**config.mk**
```make
export PLATFORM = sky130hd
export DESIGN_NAME = bbc_back
export DESIGN_NICKNAME = d
export VERILOG_FILES = /design/src/rtl/box_blur_3x3_clipped_top_defines.svh /design/src/rtl/bbc_pkg.sv /design/src/rtl/bbc_back.sv
export SDC_FILE = /design/constraint.sdc
export NUM_CORES = 2
export LEC_CHECK = 0
export BUFFER_PORTS_ARGS = -buffer_cell sky130_fd_sc_hd__buf_2
export CORE_MARGIN = 2
export CORE_UTILIZATION = 60
export DETAILED_ROUTE_END_ITERATION = 10
export GPL_TIMING_DRIVEN = 0
export HOLD_SLACK_MARGIN = 0.15
export PLACE_DENSITY = 0.8
export SYNTH_ARGS = -nofsm -noshare
export SYNTH_HDL_FRONTEND = slang
export SYNTH_SLANG_ARGS = --single-unit
```
**constraint.sdc**
```tcl
create_clock -name clk -period 13.78 [get_ports clk]
set_clock_uncertainty 0.1 [all_clocks]
set_input_delay 1.378 -clock clk [delete_from_list [all_inputs] [get_ports clk]]
set_output_delay 1.378 -clock clk [all_outputs]
set_load 0.03 [all_outputs]
```
**src/rtl/box_blur_3x3_clipped_top_defines.svh**
```systemverilog
// ---------------------------------------------------------------------------
// Box blur assertion macros
// Shared assertion helpers. Each macro expects clk and rst_n in scope.
// ---------------------------------------------------------------------------
`ifndef BOX_BLUR_3X3_CLIPPED_TOP_DEFINES_SVH
`define BOX_BLUR_3X3_CLIPPED_TOP_DEFINES_SVH

`ifndef NO_ASSERTIONS
// Same-cycle implication.
`define BBC_ASSERT_NOW(lbl, ante, cons) \
  lbl: assert property (@(posedge clk) disable iff (!rst_n) (ante) |-> (cons)) \
    else $error("assertion failed");
// Next-cycle implication.
`define BBC_ASSERT_NEXT(lbl, ante, cons) \
  lbl: assert property (@(posedge clk) disable iff (!rst_n) (ante) |=> (cons)) \
    else $error("assertion failed");
`else
`define BBC_ASSERT_NOW(lbl, ante, cons)
`define BBC_ASSERT_NEXT(lbl, ante, cons)
`endif

`endif

```
**src/rtl/bbc_pkg.sv**
```systemverilog
// ---------------------------------------------------------------------------
// Box blur package
// Shared types, widths and the rounding divider used by the back end.
// ---------------------------------------------------------------------------
package bbc_pkg;

  localparam int COL_W   = 12;
  localparam int ROW_W   = 13;
  localparam int X_W     = 13;
  localparam int Q_DEPTH = 4;
  localparam int QP_W    = 2;

  typedef logic [23:0] pix_t;

  // Odd factor of the divisor after the power of two is shifted out.
  typedef enum logic [1:0] {
    DIV_BY_1 = 2'd0,
    DIV_BY_3 = 2'd1,
    DIV_BY_9 = 2'd2
  } div_t;

  // One input pixel's work: the shifted window and its place in the frame.
  typedef struct packed {
    pix_t [8:0]       win;
    logic [ROW_W-1:0] row;
    logic [COL_W-1:0] col;
    logic             row_end;
    logic             last_row;
  } job_t;

  // One result between the summing stage and the divide stage.
  typedef struct packed {
    logic [X_W-1:0] x_b;
    logic [X_W-1:0] x_g;
    logic [X_W-1:0] x_r;
    logic [1:0]     shift;
    div_t           div;
    logic [11:0]    row;
    logic [10:0]    col;
    logic           last;
    logic           frame;
  } calc_t;

  // Quotient of x by 2^shift * {1,3,9}, via a reciprocal and one correction.
  function automatic logic [7:0] bbc_div(logic [X_W-1:0] x, logic [1:0] shift, div_t d);
    logic [X_W-1:0] y;
    logic [24:0]    prod;
    logic [X_W-1:0] q;
    logic [X_W+1:0] rem;
    y    = x >> shift;
    q    = y;
    prod = '0;
    rem  = '0;
    case (d)
      DIV_BY_1: q = y;
      DIV_BY_3: begin
        prod = 25'(y) * 25'd2730;
        q    = X_W'(prod[24:13]);
        rem  = 15'(y) - (15'(q) + (15'(q) << 1));
        if (rem >= 15'd3) q = q + 13'd1;
      end
      DIV_BY_9: begin
        prod = 25'(y) * 25'd910;
        q    = X_W'(prod[24:13]);
        rem  = 15'(y) - (15'(q) + (15'(q) << 3));
        if (rem >= 15'd9) q = q + 13'd1;
      end
      default: q = y;
    endcase
    return q[7:0];
  endfunction

endpackage

```
**src/rtl/bbc_back.sv**
```systemverilog
// ---------------------------------------------------------------------------
// Box blur back end
// Expands each job into its zero to four results, sums the clipped
// neighborhood, then divides with rounding into the output register.
// ---------------------------------------------------------------------------
module bbc_back (
  input  logic          clk,
  input  logic          rst_n,
  input  logic          head_valid_i,
  input  bbc_pkg::job_t job_i,
  output logic          pop_o,
  output logic          out_valid,
  input  logic          out_ready,
  output logic [7:0]    out_blue,
  output logic [7:0]    out_green,
  output logic [7:0]    out_red,
  output logic [11:0]   out_row,
  output logic [10:0]   out_col,
  output logic          out_last_of_run,
  output logic          out_frame_done
);
  import bbc_pkg::*;

  logic        en;
  logic [3:0]  emit, done_r, pend, sel;
  logic [1:0]  k;
  logic        is_last;
  logic        i_ge1, i_ge2, j_ge1, j_ge2;
  logic [1:0]  cr, cc;
  logic        top, bottom, left, right;
  logic [2:0]  rm, cm;
  logic [11:0] sum_b, sum_g, sum_r;
  logic [3:0]  cnt;
  calc_t       calc, b_r;
  logic        b_valid_r, out_valid_r;
  logic [7:0]  blue_r, green_r, red_r;
  logic [11:0] row_r;
  logic [10:0] col_r;
  logic        last_r, frame_r;

  // The whole pipe moves when the output register is free or being taken.
  assign en = !out_valid_r || out_ready;

  // Which results this pixel completes, in raster order.
  assign i_ge1   = job_i.row != '0;
  assign i_ge2   = job_i.row > 13'd1;
  assign j_ge1   = job_i.col != '0;
  assign j_ge2   = job_i.col > 12'd1;
  assign emit[0] = i_ge1 && j_ge1;
  assign emit[1] = i_ge1 && job_i.row_end;
  assign emit[2] = job_i.last_row && j_ge1;
  assign emit[3] = job_i.last_row && job_i.row_end;
  assign pend    = emit & ~done_r;
  assign sel     = pend & (~pend + 4'd1);
  assign is_last = (pend & ~sel) == 4'd0;
  assign pop_o   = head_valid_i && ((pend == 4'd0) || (en && is_last));

  always_comb begin
    case (sel)
      4'b0001: k = 2'd0;
      4'b0010: k = 2'd1;
      4'b0100: k = 2'd2;
      4'b1000: k = 2'd3;
      default: k = 2'd0;
    endcase
  end

  // Center cell and which sides of it lie inside the image.
  always_comb begin
    cr     = k[1] ? 2'd2 : 2'd1;
    cc     = k[0] ? 2'd2 : 2'd1;
    top    = k[1] ? i_ge1 : i_ge2;
    bottom = !k[1];
    left   = k[0] ? j_ge1 : j_ge2;
    right  = !k[0];
    for (int r = 0; r < 3; r++) begin
      rm[r] = (2'(r) == cr) || (top && 2'(r) == cr - 2'd1) ||
              (bottom && 2'(r) == cr + 2'd1);
      cm[r] = (2'(r) == cc) || (left && 2'(r) == cc - 2'd1) ||
              (right && 2'(r) == cc + 2'd1);
    end
  end

  // Clipped neighborhood sums.
  always_comb begin
    sum_b = '0;
    sum_g = '0;
    sum_r = '0;
    for (int n = 0; n < 9; n++) begin
      if (rm[n/3] && cm[n%3]) begin
        sum_b = sum_b + 12'(job_i.win[n][7:0]);
        sum_g = sum_g + 12'(job_i.win[n][15:8]);
        sum_r = sum_r + 12'(job_i.win[n][23:16]);
      end
    end
  end

  // Count and the split of the divisor 2*count into a shift and an odd factor.
  always_comb begin
    cnt = 4'($countones(rm)) * 4'($countones(cm));
    case (cnt)
      4'd1:    begin calc.shift = 2'd1; calc.div = DIV_BY_1; end
      4'd2:    begin calc.shift = 2'd2; calc.div = DIV_BY_1; end
      4'd3:    begin calc.shift = 2'd1; calc.div = DIV_BY_3; end
      4'd4:    begin calc.shift = 2'd3; calc.div = DIV_BY_1; end
      4'd6:    begin calc.shift = 2'd2; calc.div = DIV_BY_3; end
      4'd9:    begin calc.shift = 2'd1; calc.div = DIV_BY_9; end
      default: begin calc.shift = 2'd1; calc.div = DIV_BY_1; end
    endcase
    calc.x_b   = {sum_b, 1'b0} + 13'(cnt);
    calc.x_g   = {sum_g, 1'b0} + 13'(cnt);
    calc.x_r   = {sum_r, 1'b0} + 13'(cnt);
    calc.row   = k[1] ? job_i.row[11:0] : job_i.row[11:0] - 12'd1;
    calc.col   = k[0] ? job_i.col[10:0] : job_i.col[10:0] - 11'd1;
    calc.last  = is_last;
    calc.frame = k == 2'd3;
  end

  // Results already given for the job at the head.
  always_ff @(posedge clk) begin
    if (!rst_n) begin
      done_r <= '0;
    end else if (pop_o) begin
      done_r <= '0;
    end else if (en && head_valid_i) begin
      done_r <= done_r | sel;
    end
  end

  // Sum stage register.
  always_ff @(posedge clk) begin
    if (!rst_n) begin
      b_valid_r <= 1'b0;
    end else if (en) begin
      b_valid_r <= head_valid_i && (pend != 4'd0);
    end
  end

  always_ff @(posedge clk) begin
    if (en) b_r <= calc;
  end

  // Divide stage into the output register.
  always_ff @(posedge clk) begin
    if (!rst_n) begin
      out_valid_r <= 1'b0;
    end else if (en) begin
      out_valid_r <= b_valid_r;
    end
  end

  always_ff @(posedge clk) begin
    if (en) begin
      blue_r  <= bbc_div(b_r.x_b, b_r.shift, b_r.div);
      green_r <= bbc_div(b_r.x_g, b_r.shift, b_r.div);
      red_r   <= bbc_div(b_r.x_r, b_r.shift, b_r.div);
      row_r   <= b_r.row;
      col_r   <= b_r.col;
      last_r  <= b_r.last;
      frame_r <= b_r.frame;
    end
  end

  assign out_valid       = out_valid_r;
  assign out_blue        = blue_r;
  assign out_green       = green_r;
  assign out_red         = red_r;
  assign out_row         = row_r;
  assign out_col         = col_r;
  assign out_last_of_run = last_r;
  assign out_frame_done  = frame_r;

endmodule

```
==> After elaboration in Yosys (flattened, before gate mapping) <==
Cells that the tools add are included.
{ "classes": {"n_addsub": 56, "mul": 7, "order_cmp": 8, "n_eq_ne": 23, "n_shift": 3, "n_mux": 44, "bitwise": 8, "reduce_logical": 58} }
{ "ops": {"columns": ["operator", "n"], "rows": [
  ["2-to-1 mux 12 bit", 25],
  ["adder 12 x 8 -> 12 bit", 24],
  ["subtractor 13 x 14 -> 15 bit", 6],
  ["multiplier 13 x 11 -> 24 bit (second input constant)", 3],
  ["2-to-1 mux 8 bit", 9],
  ["multiplier 13 x 9 -> 22 bit (second input constant)", 3],
  ["adder 8 x 1 -> 8 bit (second input constant)", 6],
  ["case mux 8 bit (2 select lines)", 3],
  [">= comparator 15 x 2 -> 1 bit (second input constant)", 3],
  [">= comparator 15 x 4 -> 1 bit (second input constant)", 3],
  ["adder 10 x 13 -> 14 bit", 3],
  ["adder 12 x 13 -> 14 bit", 3],
  ["adder 13 x 4 -> 13 bit", 3],
  ["right shift 13 x 2 -> 13 bit", 3],
  ["logical AND 1 bit", 29],
  ["case mux 4 bit (5 select lines)", 1],
  ["logical OR 1 bit", 14],
  ["> comparator 13 x 1 -> 1 bit (second input constant)", 1],
  ["nonzero test 13 bit", 1],
  ["AND 4 bit", 3],
  ["== test 1 x 2 -> 1 bit (first input constant)", 6],
  ["== test 2 bit (first input constant)", 6],
  ["== test 4 x 2 -> 1 bit (second input constant)", 3],
  ["== test 4 x 3 -> 1 bit (second input constant)", 3],
  ["25 further kinds", 43]
]} }
{ "word_totals": {"register_bits": 123, "wordCells": 226} }

==> Longest topological paths before layout <==
{ "depth": {"word_depth": 33, "mapped_depth": 63} }

==> Worst setup path before layout <==
No wires, ideal clock.
{ "synth_timing": {"path_type": "in2reg", "from": "input job_i[14] (netlist name)", "to": "register b_r[54] (netlist name) (data pin)", "setup_ps": 260, "arrival_time_ps": 12434, "path_slack_ps": 986, "stages": 61, "n_path_buf": 4, "path_cell_list": "inv_1 > ha_1 > nor4b_1 > and3_1 > or3_1 > nor2b_1 > nand2_1 > a31oi_1 > ha_1 > clkbuf_1 > clkbuf_1 > clkbuf_1 > clkbuf_1 > and3_1 > ha_1 > inv_1 > fa_1 > xor2_1 > [... 25 more ...] > ha_1 > a21boi_0 > a21o_1 > a21oi_1 > ha_1 > a21oi_1 > xnor2_1 > mux2_2 > ha_1 > nor2_1 > a21oi_1 > nor4b_1 > nor3b_1 > xnor2_1 > nand2_1 > o22ai_1 > mux2i_1 > xnor2_1"} }
{ "synth_lines": {"columns": ["item", "line", "text"], "rows": [
  ["start, declared", "bbc_back.sv:10", "input bbc_pkg::job_t job_i,"],
  ["end signal, assigned", "bbc_back.sv:140", "if (en) b_r <= calc;"],
  ["end, declared", "bbc_back.sv:34", "calc_t calc, b_r;"]
]} }

==> impl_metrics.ini <==
[layout]
seq_area_mm2 = 0.00357
drive_gt1_share_pct = 11.4
layout.nets = 5418
area_growth_pct = 10.1
fillCellCount = 4632
final_util_pct = 66.5
multi_input_area_mm2 = 0.0280

[placed_design]
pre_cts_ws_ns = -2.00
dpl.hpwl_um = 79100
io_buffers = 297
routabilityCongestion = 0.986

[critical_path]
path_buf_inv = 6
start_kind = primary input
reg2reg_from = b_r[28]
critPathLaunch = job_i[6]
critPathRequiredTime_ns = 13.90
critPathArrivalTime_ns = 13.22
critPathKind = primary input to flip-flop
cp_slowest_cell = fa_1
crit_path_end_kind = flip-flop
worstPathMaxFanout = 15
critical_path.top_delay_family = compound AO/OA/AOI/OAI gates
critPathMaxStageDelay_ns = 0.40
cp_common_cell = ha_1

[sta]
finalCritPeriodShare_pct = 95.1
worst_pin_slew_ns = 1.31
slew_headroom_pct = 11.5
fin_ws_ns = 0.680
min_period_ns = 13.10
setup_viol = 0
finalHoldViolCount = 0
slew_viol_final = 0
fmax_mhz = 76.3

[logic_synthesis]
synth_top_area_share_pct = 25.7
synth_commonest_cells = 696 x ha_1, 607 x inv_1, 267 x fa_1
async_flop_share_pct = 0
synth_compound_area_share_pct = 15.8
synth.area.top_cells = ha_1 26%, fa_1 16%, edfxtp_1 10%
synth_top_family_by_area = adder cells
synthAdderAreaFrac_pct = 41.6
synthFlopType = edfxtp_1
syn_avg_cell_area_um2 = 8.73
synth_xor_area_share_pct = 9.28
synth-edff-count = 115
synth_cells = 3879
yosys_warnings = 0
syn_nets = 5089
syn_area_mm2 = 0.0339
post-synth-top-count-cell = ha_1
seq_area_frac_synth_pct = 10.5
synth.ff_latch_count = 121
ys_types = 94
synthMuxAreaShare_pct = 2.92
synth_area_leader_cell = ha_1
yosys.area_share.simple_pct = 12.4

[clock_network]
cts_buffer_depth = 2
clock-root-buffer = clkbuf_16
h-tree-depth = 4
cts_inserted_buffers = 17
insertion_delay_ns = 0.49
clk_pin_slew_ns = 0.08
cts_hold_buf = 0
tritoncts = yes
cts.sinks = 121

[drt]
drt_iter0_markers = 1839
drcViolationCount = 0
viasPerCell = 5.79
drt_first_pass_iters = 7
wl_per_cell_um = 18.5
routed_wl_um = 92400
dr_total_vias = 28898
drtAntennaViolNets = 0

[floorplan]
fp.dieW_um = 242
dieHeight_um = 242
initial_core_util_pct = 60.4
rows = 87
core_mm2 = 0.0561
ios = 298
dieArea_mm2 = 0.0584

[worst_hold_path]
hold_path.class = flip-flop to flip-flop
min-delay-start = b_r[13]

[global_routing]
antenna_found_initial = 25
grt_use_total_pct = 31.6
grt_pass1_vias = 28528
grt_max_degree = 93
grt_overflow_total = 0
grt_pass1_wl_um = 146000

[status]
status = finished, final reports clean

[job]
max_cap_violations = 0
## per-layer routing
metal,share of wire (%),routed length [um],vias to the layer above,GRT usage (%)
met3,6.6,6100,253,5.85
met4,5.0,4660,24,15.1
met5,0.16,147,-,0
met1,39,36000,13597,36.6
met2,49,45500,961,56.1
li1,-,-,14063,-
## cell families (layout without fill, tap and decap cells)
logic type	after synthesis	in the layout
XOR/XNOR	348	348
buffers and inverters	669	1011
adder cells (fa/ha/maj)	968	968
multiplexers	77	77
AND/OR/NAND/NOR	866	866
other	0	10
AO/OA/AOI/OAI	830	830
flip-flops	121	121
## repair_timing
| item | CTS | global route |
|---|---|---|
| resized for setup | 22 | 34 |
| pin swaps | 0 | 4 |
| setup endpoints to repair | 19 | 12 |
| setup buffers | 0 | 6 |
## worst register-to-register path, delay by kind of cell (launching register included)
kind / cells / cell delay (ns)
adders and majority gates: 8 / 3.60
AOI/OAI and AO/OA: 12 / 3.74
buffers and inverters: 8 / 2.37
muxes: 2 / 0.60
xor gates and xnor gates: 1 / 0.13
DFF: 1 / 0.34
and+or+nand+nor: 7 / 1.71
## final timing paths
| path | to | slack, ns | cells past startpoint |
|---|---|---|---|
| max | b_r[54] | 0.68 | 59 |
| max reg2reg | out_red[1] | 0.90 | 38 |
| min reg2reg | out_row[0] | 0.30 | 0 |
| min | out_row[0] | 0.30 | 0 |
## flip-flops by register name, summed over array words and instances, names as in the netlist
name,cells
out_green,8
done_r,4
out_last_of_run,1
out_valid,1
out_red,8
out_col,11
b_r,66
out_blue,8
b_valid_r,1
out_row,12
out_frame_done,1
## layout make-up
cell class              count  area share (%)
diodes                     10          0.0671
plain buffers              58           0.668
clock buffers              18            1.21
clock inverters            14           0.389
inverters                 610            6.15
multi-input cells        3089            75.0
flip-flops and latches    121            9.58
well taps                 756            2.54
repair buffers            311            4.38
## metrics by stage
stage | area, um^2 | std cells | setup TNS (ns) | hold WS [ns]
floorplan | 33900 | 3879 | 0 | 0.300
global route | 37300 | 4982 | -0.115 | 0.314
CTS | 37100 | 4969 | 0 | 0.305
global placement | 36300 | 4932 | -19.51 | 0.301
finish | 37300 | 4987 | 0 | 0.300
detailed placement | 36400 | 4938 | -22.04 | 0.305
## cell usage in the layout (no fill, tap or decap), types with 65 or more instances in the layout
master,instances
ha_1,693
inv_1,606
buf_2,297
fa_1,267
nand2_1,245
nor2_1,228
a21oi_1,224
xnor2_1,208
o21ai_0,180
xor2_1,132
edfxtp_1,115
a21o_1,97
nor3_1,65
Power is not shown: default switching activity piles up to over one toggle a cycle in this logic, so the estimate is an artifact.
