$ cat src/rtl/box_blur_3x3_clipped_top_defines.svh
// ---------------------------------------------------------------------------
// Box blur assertion macros
// Shared assertion helpers. Each macro expects clk and rst_n in scope.
// ---------------------------------------------------------------------------
`ifndef BOX_BLUR_3X3_CLIPPED_TOP_DEFINES_SVH
`define BOX_BLUR_3X3_CLIPPED_TOP_DEFINES_SVH

`ifndef NO_ASSERTIONS
// Same-cycle implication.
`define BBC_ASSERT_NOW(lbl, ante, cons) \
  lbl: assert property (@(posedge clk) disable iff (!rst_n) (ante) |-> (cons)) \
    else $error("assertion failed");
// Next-cycle implication.
`define BBC_ASSERT_NEXT(lbl, ante, cons) \
  lbl: assert property (@(posedge clk) disable iff (!rst_n) (ante) |=> (cons)) \
    else $error("assertion failed");
`else
`define BBC_ASSERT_NOW(lbl, ante, cons)
`define BBC_ASSERT_NEXT(lbl, ante, cons)
`endif

`endif

$ cat src/rtl/bbc_pkg.sv
// ---------------------------------------------------------------------------
// Box blur package
// Shared types, widths and the rounding divider used by the back end.
// ---------------------------------------------------------------------------
package bbc_pkg;

  localparam int COL_W   = 12;
  localparam int ROW_W   = 13;
  localparam int X_W     = 13;
  localparam int Q_DEPTH = 4;
  localparam int QP_W    = 2;

  typedef logic [23:0] pix_t;

  // Odd factor of the divisor after the power of two is shifted out.
  typedef enum logic [1:0] {
    DIV_BY_1 = 2'd0,
    DIV_BY_3 = 2'd1,
    DIV_BY_9 = 2'd2
  } div_t;

  // One input pixel's work: the shifted window and its place in the frame.
  typedef struct packed {
    pix_t [8:0]       win;
    logic [ROW_W-1:0] row;
    logic [COL_W-1:0] col;
    logic             row_end;
    logic             last_row;
  } job_t;

  // One result between the summing stage and the divide stage.
  typedef struct packed {
    logic [X_W-1:0] x_b;
    logic [X_W-1:0] x_g;
    logic [X_W-1:0] x_r;
    logic [1:0]     shift;
    div_t           div;
    logic [11:0]    row;
    logic [10:0]    col;
    logic           last;
    logic           frame;
  } calc_t;

  // Quotient of x by 2^shift * {1,3,9}, via a reciprocal and one correction.
  function automatic logic [7:0] bbc_div(logic [X_W-1:0] x, logic [1:0] shift, div_t d);
    logic [X_W-1:0] y;
    logic [24:0]    prod;
    logic [X_W-1:0] q;
    logic [X_W+1:0] rem;
    y    = x >> shift;
    q    = y;
    prod = '0;
    rem  = '0;
    case (d)
      DIV_BY_1: q = y;
      DIV_BY_3: begin
        prod = 25'(y) * 25'd2730;
        q    = X_W'(prod[24:13]);
        rem  = 15'(y) - (15'(q) + (15'(q) << 1));
        if (rem >= 15'd3) q = q + 13'd1;
      end
      DIV_BY_9: begin
        prod = 25'(y) * 25'd910;
        q    = X_W'(prod[24:13]);
        rem  = 15'(y) - (15'(q) + (15'(q) << 3));
        if (rem >= 15'd9) q = q + 13'd1;
      end
      default: q = y;
    endcase
    return q[7:0];
  endfunction

endpackage

$ cat src/rtl/bbc_queue.sv
// ---------------------------------------------------------------------------
// Box blur job queue
// A short register queue that lets the front and back ends stall apart.
// ---------------------------------------------------------------------------
`include "box_blur_3x3_clipped_top_defines.svh"

module bbc_queue (
  input  logic          clk,
  input  logic          rst_n,
  input  logic          push_i,
  input  bbc_pkg::job_t data_i,
  output logic          full_o,
  input  logic          pop_i,
  output logic          head_valid_o,
  output bbc_pkg::job_t head_o
);
  import bbc_pkg::*;

  job_t            q_r [Q_DEPTH];
  logic [QP_W-1:0] wr_ptr_r, rd_ptr_r;
  logic [QP_W:0]   count_r;

  assign full_o       = count_r == (QP_W+1)'(Q_DEPTH);
  assign head_valid_o = count_r != '0;
  assign head_o       = q_r[rd_ptr_r];

  // Pointers and fill count.
  always_ff @(posedge clk) begin
    if (!rst_n) begin
      wr_ptr_r <= '0;
      rd_ptr_r <= '0;
      count_r  <= '0;
    end else begin
      if (push_i) wr_ptr_r <= wr_ptr_r + 1'b1;
      if (pop_i) rd_ptr_r <= rd_ptr_r + 1'b1;
      if (push_i && !pop_i) count_r <= count_r + 1'b1;
      else if (pop_i && !push_i) count_r <= count_r - 1'b1;
    end
  end

  // Storage.
  always_ff @(posedge clk) begin
    if (push_i) q_r[wr_ptr_r] <= data_i;
  end

  `BBC_ASSERT_NOW(a_no_overflow, push_i, !full_o)
  `BBC_ASSERT_NOW(a_no_underflow, pop_i, head_valid_o)
  `BBC_ASSERT_NEXT(a_count_steady, push_i && pop_i, $stable(count_r))

endmodule

$ cat config.mk
export PLATFORM = sky130hd
export DESIGN_NAME = bbc_queue
export DESIGN_NICKNAME = d
export VERILOG_FILES = /design/src/rtl/bbc_pkg.sv /design/src/rtl/bbc_queue.sv
export VERILOG_INCLUDE_DIRS = /design/src /design/src/rtl
export SDC_FILE = /design/constraint.sdc
export NUM_CORES = 1
export LEC_CHECK = 0
export ABC_AREA = 1
export BUFFER_PORTS_ARGS = -buffer_cell sky130_fd_sc_hd__buf_2
export CORE_MARGIN = 4
export CORE_UTILIZATION = 35
export CTS_CLUSTER_SIZE = 14
export DETAILED_ROUTE_END_ITERATION = 8
export PLACE_DENSITY = 0.67
export REMOVE_ABC_BUFFERS = 1
export SYNTH_ARGS = -nofsm -noshare
export SYNTH_HDL_FRONTEND = slang
export SYNTH_SLANG_ARGS = --single-unit
$ cat constraint.sdc
create_clock -name clk -period 6.3 [get_ports clk]
set_input_delay 0.315 -clock clk [delete_from_list [all_inputs] [get_ports clk]]
set_output_delay 0.315 -clock clk [all_outputs]
set_load 0.03 [all_outputs]
=== Word level (Yosys, flattened, before mapping) ===
Memories as Yosys holds them, arrays and structs flattened. A register that Yosys moved wholly into a read port is not among the register bits.
Index checks and enable logic that the tools add are counted.
W data, S select, Z words.

* Register bits after elaboration: 7
* Bits in writable memories: 972
* Output and inout bits: 245
* Logic and storage cells: 21
* Memories: 1

{| class="wikitable"
|+ Memory list
! memory !! depth !! width !! read ports !! clocked after Yosys merged registers in !! write ports !! line !! source
|-
| q_r || 4 || 243 || 1 || 1 || 1 || bbc_queue.sv:19 || <nowiki>job_t q_r [Q_DEPTH];</nowiki>
|}

* Add/sub/neg operators: 4
* Equal/unequal tests: 1
* Mux-type cells: 6
* Reduce and logical (&&, ||, !) cells: 6

{| class="wikitable"
|+ Operator list
! kind !! number
|-
| $mux W3 || 2
|-
| $add A2 B1 Y2 const B || 2
|-
| $mux W2 || 2
|-
| $add A3 B1 Y3 const B || 1
|-
| $eq A3 B3 Y1 const B || 1
|-
| $reduce_bool A3 Y1 || 1
|-
| $sub A3 B1 Y3 const B || 1
|-
| $logic_and A1 B1 Y1 || 2
|-
| $logic_not A1 Y1 || 2
|-
| $mux W1 || 2
|-
| $reduce_bool A2 Y1 || 1
|}

=== Logic depth before layout (Yosys ltp) ===
Gate-level depths: netlist of run 1.

* Depth in word-level cells: 4
* Depth in mapped cells: 10
* Gate-level depth less buffers: 10

=== Worst setup path before layout of run 1 ===
OpenSTA, ideal clock, no wires.

* Path type: flip-flop to flip-flop
* From: register wr_ptr_r[0]
* To: memory q_r[2][0] in the netlist's numbering, enable pin
* Library setup time: 594 ps
* Data arrival time: 5248 ps
* Slack: 458 ps
* Stages on the path, launching flop included: 5
* Path buffers: 0
* Period minus slack after synthesis: 5842 ps
* Path through: dfxtp_1 inv_1 ha_1 nand2_1 inv_1

{| class="wikitable"
|+ RTL lines
! element !! line !! source
|-
| from (decl) || bbc_queue.sv:20 || <nowiki>logic [QP_W-1:0] wr_ptr_r, rd_ptr_r;</nowiki>
|-
| from (signal assigned) || bbc_queue.sv:34 || <nowiki>if (push_i) wr_ptr_r <= wr_ptr_r + 1'b1;</nowiki>
|-
| to (decl) || bbc_queue.sv:19 ||
|}

Straight into the memory's write port.

==> metrics, run 1 <==
core outline area=102000 sq um; CP Max Fanout=67; clock root cell=clkbuf_16; Data required, critical path=5980 ps; number of global-route vias before repair=22800; Post-Route WL=86500 microns; die area=109000 sq um; Antenna Nets Post-Route=0; RR Startpoint=wr_ptr_r[0]$_SDFFE_PN0P_; clock sinks=981; post-synthesis sequential area ratio=0.808; post-synthesis mux area share=0; Mapped Area=36400 sq um; met3 usage=0.0382; clock-pin transition on the worst setup and hold timing paths=60 ps; Yosys cell types=24; largest net degree at the start of global routing=230; Worst-Margin Slew=1190 ps; Yosys reg bits=981; CTS hold repair buffers=246; P_leak=15.7 nW; Longest Clk Path Bufs=3; global-route wire length before repair=129000 microns; setup bufs post-CTS=0; crit share post-route=0.613; GRT busiest layer=met2; Synth warnings=0; Max VDD drop=0.000266 V; setup slack, reg-to-reg=3800 ps; Ports=492; Critical Path Sink=head_o[180]; largest family of logic cells by synthesized area=compound AO/OA/AOI/OAI gates; DR DRC count=0; r2r worst-path depth=5; worst setup margin=2440 ps; Die Wd=330 microns; worst min path class=in2reg; setup TNS=0 ps; Clock Latency Late Sink=640 ps; initial core utilization=0.355; Post-Synth Adder-Cell Area=0.00227; critical path type=reg2out; Detail Placement HPWL=46300 microns; total CTS buffers=99; met2 Use GR=0.263; RSZ-0062 raised after global routing=no; Mean Syn Cell Area=15.1 sq um; total global routing overflow=0; Max Clock Skew=18.1 ps; Arr. time, crit path=3550 ps; Layout Nets=3356; CTS tree=done; Placed Cells=4124; Rel. slew slack=0.206; via count=22700; startpoint types=flip-flop; Die Ht=330 microns; reg-to-reg endpoint=q_r[0][143]$_DFFE_PP_; Final Non-Filler Cells=4557; 1st-iter DRT viols=1681; Std-Cell Rows=117; XOR/XNOR share of the synthesized area=0; router iterations before antenna repair=5; Post-Synthesis Cells=2408; fraction of layout instances using a drive strength above 1=0.205; Setup crit end kind=output port; Tot Pwr=0.0149 W; simple-gate share of the synthesized area=0.0523; initial antenna violation count=6; post-placement setup slack=3080 ps; Final Setup Violations=0; Tmin final=3860 ps; compound-gate portion of the synthesized area=0.110; GRT Total Usage=0.152; met1 usage=0.187; RePlAce Congestion=0.729; Max Cap Viol=0; Hold Violations, Final=0; area delta synth->final=25.1%; mean routed wirelength per cell=19.0 microns; final hold slack=413 ps; status=completed; FMAX=259 MHz; max-slew violations=0; Vias/cell=4.98; Power Density=328 nW/um^2; H-Tree Depth=3; post-CTS sizing=0; Port Buffers=491
[placed cells by master (no fill, tap or decap), drive strengths merged]
cell type / instances
edfxtp: 972
buf: 508
nor2: 492
o21ai: 492
dlygate4sd3: 246
o22ai: 243
clkbuf: 115
clkinv: 50
inv: 20
nand2: 10
bufinv: 10
dfxtp: 9
diode: 8
ha: 5
a21oi: 4
nor3: 1
nand3: 1
nand4: 1
fa: 1
clkinvlp: 1
[cell usage after synthesis, drive strengths merged]
cell | number | area [sq um]
buf | 96 | 656
a21oi | 4 | 20.0
nor3 | 1 | 5.00
nand3 | 1 | 5.00
edfxtp | 972 | 29200
nand4 | 1 | 6.26
dfxtp | 9 | 180
fa | 1 | 20.0
nand2 | 10 | 37.5
o21ai | 492 | 2460
clkbuf | 64 | 285
o22ai | 243 | 1520
nor2 | 492 | 1850
inv | 17 | 71.3
ha | 5 | 62.6
[kinds of logic (layout without fill, tap and decap cells)]
group	after synthesis	count (layout)
other	0	8
AOI/OAI and AO/OA	739	739
and+or+nand+nor	505	505
buffers and inverters	177	950
DFF	981	981
adders and majority gates	6	6
[stage by stage]
stage	util	instance area, sq um
2_1_floorplan	-	35400
3_3_place_gp	0.389	39900
3_5_place_dp	0.389	39900
4_1_cts	0.444	45500
5_1_grt	0.444	45500
6_report	0.444	45500
[how the worst min path moves through the flow]
| stage | startpoint | end | slack [ps] | depth (start not counted) |
|---|---|---|---|---|
| 6_report | data_i[198] | q_r[2][198]$_DFFE_PP_ | 410 | 2 |
| 3_5_place_dp | rd_ptr_r[1]$_SDFFE_PN0P_ | flip-flop | 420 | 1 |
| 4_1_cts | data_i[21] | q_r[2][21]$_DFFE_PP_ | 340 | 2 |
| 3_3_place_gp | rd_ptr_r[1]$_SDFFE_PN0P_ | flip-flop | 420 | 1 |
| 5_1_grt | data_i[214] | q_r[3][214]$_DFFE_PP_ | 360 | 2 |
| 2_1_floorplan | rd_ptr_r[1]$_SDFFE_PN0P_ | flip-flop | 410 | 1 |
[worst max-delay path, stage by stage, from the launching register on]
cell	delay (ps)
dfxtp_4	810
buf_4	600
buf_4	680
o21ai_0	190
o22ai_1	310
buf_2	260
[flip-flops by register name, indices dropped and copies added, names as in the netlist, named ones only]
signal	cells
wr_ptr_r	2
rd_ptr_r	2
count_r	3
q_r	972
[cell type report]
| cell class | instances | area (sq um) |
|---|---|---|
| diodes | 8 | 20.0 |
| clock buffers | 115 | 2560 |
| clock inverters | 64 | 569 |
| fillers | 8977 | 57000 |
| inverters | 17 | 115 |
| multi-input cells | 1250 | 5990 |
| flip-flops and latches | 981 | 29400 |
| well taps | 1368 | 1710 |
| repair buffers | 754 | 5150 |
[routing by layer]
| metal | vias up | routed length [microns] | share of wire |
|---|---|---|---|
| li1 | 10600 | - | - |
| met1 | 11300 | 35200 | 0.41 |
| met2 | 716 | 43200 | 0.50 |
| met3 | 135 | 5940 | 0.069 |
| met4 | 2 | 2130 | 0.025 |
| met5 | - | 13 | 0.00015 |
[power breakdown]
part / total [W] / leakage [nW] / internal, W / switching [W]
clock: 0.00564 / 1.54 / 0.00330 / 0.00234
combinational: 0.00174 / 5.15 / 0.000492 / 0.00124
sequential: 0.00754 / 9.00 / 0.00747 / 0.0000697
(Power assumes the default switching activity.)
==> inputs of run 2 (changes only) <==
--- a/config.mk
+++ b/config.mk
@@ -12,7 +12,7 @@
 export CORE_UTILIZATION = 35
 export CTS_CLUSTER_SIZE = 14
 export DETAILED_ROUTE_END_ITERATION = 8
-export PLACE_DENSITY = 0.67
+export PLACE_DENSITY = 0.65
 export REMOVE_ABC_BUFFERS = 1
 export SYNTH_ARGS = -nofsm -noshare
 export SYNTH_HDL_FRONTEND = slang
==> constraint.sdc (replaced) <==
create_clock -name clk -period 4 [get_ports clk]
set_input_delay 0.2 -clock clk [delete_from_list [all_inputs] [get_ports clk]]
set_output_delay 0.2 -clock clk [all_outputs]
set_load 0.03 [all_outputs]
==> metrics, run 2 (synthesis gave the netlist of run 1 again) <==
status=completed; mean routed wirelength per cell=19.4 microns; Layout Nets=3383; largest net degree at the start of global routing=196; Final Setup Violations=0; router iterations before antenna repair=5; Die Ht=330 microns; total CTS buffers=101; Tmin final=3330 ps; H-Tree Depth=3; crit share post-route=0.832; CTS hold repair buffers=247; setup bufs post-CTS=0; post-placement setup slack=1470 ps; RSZ-0062 raised after global routing=no; fraction of layout instances using a drive strength above 1=0.213; register area=29400 sq um; Setup crit end kind=output port; area of the multi-input gates=5990 sq um; leading cell type in the layout, fill and taps excluded=edfxtp_1; RePlAce Congestion=0.733; DR DRC count=0; worst setup margin=670 ps; setup slack, reg-to-reg=1830 ps; post-CTS sizing=0; Tot Pwr=0.0241 W; Detail Placement HPWL=50100 microns; Vias/cell=4.98; Largest Register=q_r; worst min path class=in2reg; clock root cell=clkbuf_16; Max VDD drop=0.000390 V; core outline area=102000 sq um; CP Max Fanout=195; Arr. time, crit path=3130 ps; Fillers=9007; Ports=492; Max Cap Viol=0; final core utilization=0.449; GRT Total Usage=0.156; critical path type=reg2out; Power Density=524 nW/um^2; Max Clock Skew=20.7 ps; die area=109000 sq um; Design Area, Final=46100 sq um; Std-Cell Rows=117; Hold Violations, Final=0; Port Buffers=491; number of global-route vias before repair=22900; clock-pin transition on the worst setup and hold timing paths=60 ps; global-route wire length before repair=133000 microns; Post-Route WL=89100 microns; Longest Clk Path Bufs=3; P_leak=16.0 nW; Antenna Nets Post-Route=0; area delta synth->final=26.6%; number of flip-flops in the largest register=972; Rel. slew slack=0.212; total global routing overflow=0; Data required, critical path=3800 ps; CTS tree=done; Worst-Margin Slew=1180 ps; clock sinks=981; DP Area=40200 sq um; most frequent cells in the layout=edfxtp_1, nor2_1, buf_2, o21ai_0, dlygate4sd3_1; initial core utilization=0.355; Clock Latency Late Sink=670 ps; Die Wd=330 microns; biggest registers after layout=q_r: 972 flops, count_r: 3 flops; startpoint types=flip-flop; initial antenna violation count=11; FMAX=300 MHz; final hold slack=288 ps; max-slew violations=0; via count=22900; 1st-iter DRT viols=1609
-- run 2: worst max-delay path, cell delays in order, from the launching register on --
cell and delay [ps]:
dfxtp_4 790, buf_12 460, o21ai_0 270, o22ai_1 250
buf_2 240
-- run 2: path summary, 6_finish.rpt --
path | end | cells past startpoint | from
max reg2reg | q_r[1][29]$_DFFE_PP_ | 5 | wr_ptr_r[1]$_SDFFE_PN0P_
min reg2reg | count_r[2]$_SDFFE_PN0P_ | 3 | count_r[2]$_SDFFE_PN0P_
min | q_r[1][83]$_DFFE_PP_ | 2 | data_i[83]
max | head_o[7] | 4 | flip-flop
-- run 2: cell type report --
type / instances / share of cell area
multi-input combinational: 1250 / 0.130
sequential: 981 / 0.638
tap: 1368 / 0.0372
timing repair buffer: 779 / 0.119
antenna: 12 / 0.000652
inverter: 17 / 0.00255
clock buffer: 120 / 0.0573
clock inverter: 67 / 0.0159
-- run 2: where the power goes --
part           internal [W]  total [W]  switching, W
registers            0.0118     0.0119      0.000112
logic              0.000805    0.00279       0.00198
clock network       0.00557    0.00947       0.00390
total                0.0181     0.0241       0.00599
-- run 2: per-stage QoR --
stage	setup TNS [ps]	std cells
after floorplan	-3698180	2248
after global placement	0	4148
after detailed placement	0	4148
after CTS	0	4582
after global routing	0	4590
final	0	4594
-- run 2: layer usage --
metal  track usage  vias to the layer above  routed length, microns
li1              -                    10600                       -
met1         0.200                    11400                   36700
met2         0.262                      716                   43800
met3        0.0433                      130                    6570
met4        0.0448                        0                    2050
met5             0                        -                       0
==> inputs of run 3 (changes only) <==
==> constraint.sdc (replaced) <==
create_clock -name clk -period 3.47 [get_ports clk]
set_input_delay 0.1735 -clock clk [delete_from_list [all_inputs] [get_ports clk]]
set_output_delay 0.1735 -clock clk [all_outputs]
set_load 0.03 [all_outputs]
==> metrics, run 3 (synthesis gave the netlist of run 1 again) <==
Setup crit end kind=output port; clock sinks=981; Design Area, Final=46100 sq um; die area=109000 sq um; clock root cell=clkbuf_16; router iterations before antenna repair=5; post-CTS sizing=0; Max Clock Skew=17.0 ps; mean routed wirelength per cell=19.6 microns; register area=29400 sq um; Fillers=9031; Rel. slew slack=0.489; fraction of layout instances using a drive strength above 1=0.218; via count=23200; Data required, critical path=3300 ps; internal cell power=0.0206 W; startpoint types=flip-flop; worst min path class=in2reg; Ports=492; number of global-route vias before repair=23400; worst setup margin=392 ps; Clock Latency Late Sink=670 ps; initial core utilization=0.355; CP Max Fanout=131; Final Non-Filler Cells=4624; setup slack, reg-to-reg=1460 ps; GRT Total Usage=0.161; RSZ-0062 raised after global routing=no; setup TNS=0 ps; 1st-iter DRT viols=1793; Layout Nets=3410; P_leak=16.0 nW; Net Switching=0.00685 W; RePlAce Congestion=0.765; Detail Placement HPWL=53300 microns; Die Wd=330 microns; Max Cap Viol=0; Placed Cells=4178; clock-pin transition on the worst setup and hold timing paths=60 ps; core outline area=102000 sq um; most frequent cells in the layout=edfxtp_1, nor2_1, buf_2, o21ai_0, dlygate4sd3_1; initial antenna violation count=10; Reg power frac=0.499; DP Area=40400 sq um; biggest registers after layout=q_r: 972 flops, count_r: 3 flops; crit share post-route=0.887; switching share of total power=0.250; Antenna Nets Post-Route=0; Max VDD drop=0.000553 V; area delta synth->final=26.8%; number of flip-flops in the largest register=972; Longest Clk Path Bufs=3; Hold Violations, Final=0; setup bufs post-CTS=0; leading cell type in the layout, fill and taps excluded=edfxtp_1; CTS hold repair buffers=246; Arr. time, crit path=2900 ps; CTS tree=done; total global routing overflow=0; RR Startpoint=wr_ptr_r[0]$_SDFFE_PN0P_; critical path type=reg2out; max-slew violations=0; Combinational Power Share=0.119; Port Buffers=491; Post-Route WL=90700 microns; Die Ht=330 microns; Hold Path Origin=data_i[221]; Largest Register=q_r; DR DRC count=0; Final Setup Violations=0; post-placement setup slack=1130 ps; Vias/cell=5.01; Clk pwr share=0.382; H-Tree Depth=3; largest net degree at the start of global routing=146; Tmin final=3080 ps; status=completed; Power Density=595 nW/um^2; FMAX=325 MHz; global-route wire length before repair=136000 microns; total CTS buffers=99; Worst-Margin Slew=767 ps; area of the multi-input gates=5990 sq um; Std-Cell Rows=117
## run 3: changes by cell type in the layout (fill, tap and decap cells not counted), moves of 3 or more
cell,delta
clkbuf_16,-3
buf_4,+33
clkbuf_1,+8
bufinv_16,-3
buf_12,-3
## run 3: layer usage
layer	routed length (microns)	vias to the layer above	track usage
met5	0	-	0
li1	-	10700	-
met1	36900	11600	0.204
met3	6880	133	0.0377
met2	44700	794	0.273
met4	2190	0	0.0521
## run 3: critical path, stage by stage (launching register included)
cell     delay (ps)
dfxtp_4         480
inv_16          350
buf_4           570
o21ai_0         140
o22ai_1         220
buf_2           250
## run 3: final timing paths
path | endpoint | cells past startpoint
max | head_o[202] | 5
min | q_r[0][221]$_DFFE_PP_ | 2
max reg2reg | q_r[0][69]$_DFFE_PP_ | 5
min reg2reg | flip-flop | 1
## run 3: final cells by class
cell class	instances	share of cell area
diodes	14	0.000760
flip-flops and latches	981	0.637
clock inverters	61	0.0137
multi-input cells	1250	0.130
clock buffers	125	0.0563
inverters	17	0.00255
well taps	1368	0.0371
repair buffers	808	0.122
## run 3: metrics by stage
stage | hold WS, ps | total power, W | utilization
3_5_place_dp | 388 | 0.0170 | 0.394
2_1_floorplan | 272 | 0.0158 | -
3_3_place_gp | 387 | 0.0169 | 0.394
4_1_cts | 176 | 0.0277 | 0.449
6_report | 246 | 0.0274 | 0.450
5_1_grt | 214 | 0.0285 | 0.450
## run 3: power groups by stage
| stage | Combinational, W | Clock [W] | Sequential (W) |
|---|---|---|---|
| after floorplan | 0.00174 | 0 | 0.0141 |
| final | 0.00327 | 0.0105 | 0.0137 |
| after detailed placement | 0.00305 | 0 | 0.0139 |
| after CTS | 0.00330 | 0.0107 | 0.0137 |
| after global placement | 0.00301 | 0 | 0.0139 |
| after global routing | 0.00352 | 0.0112 | 0.0137 |
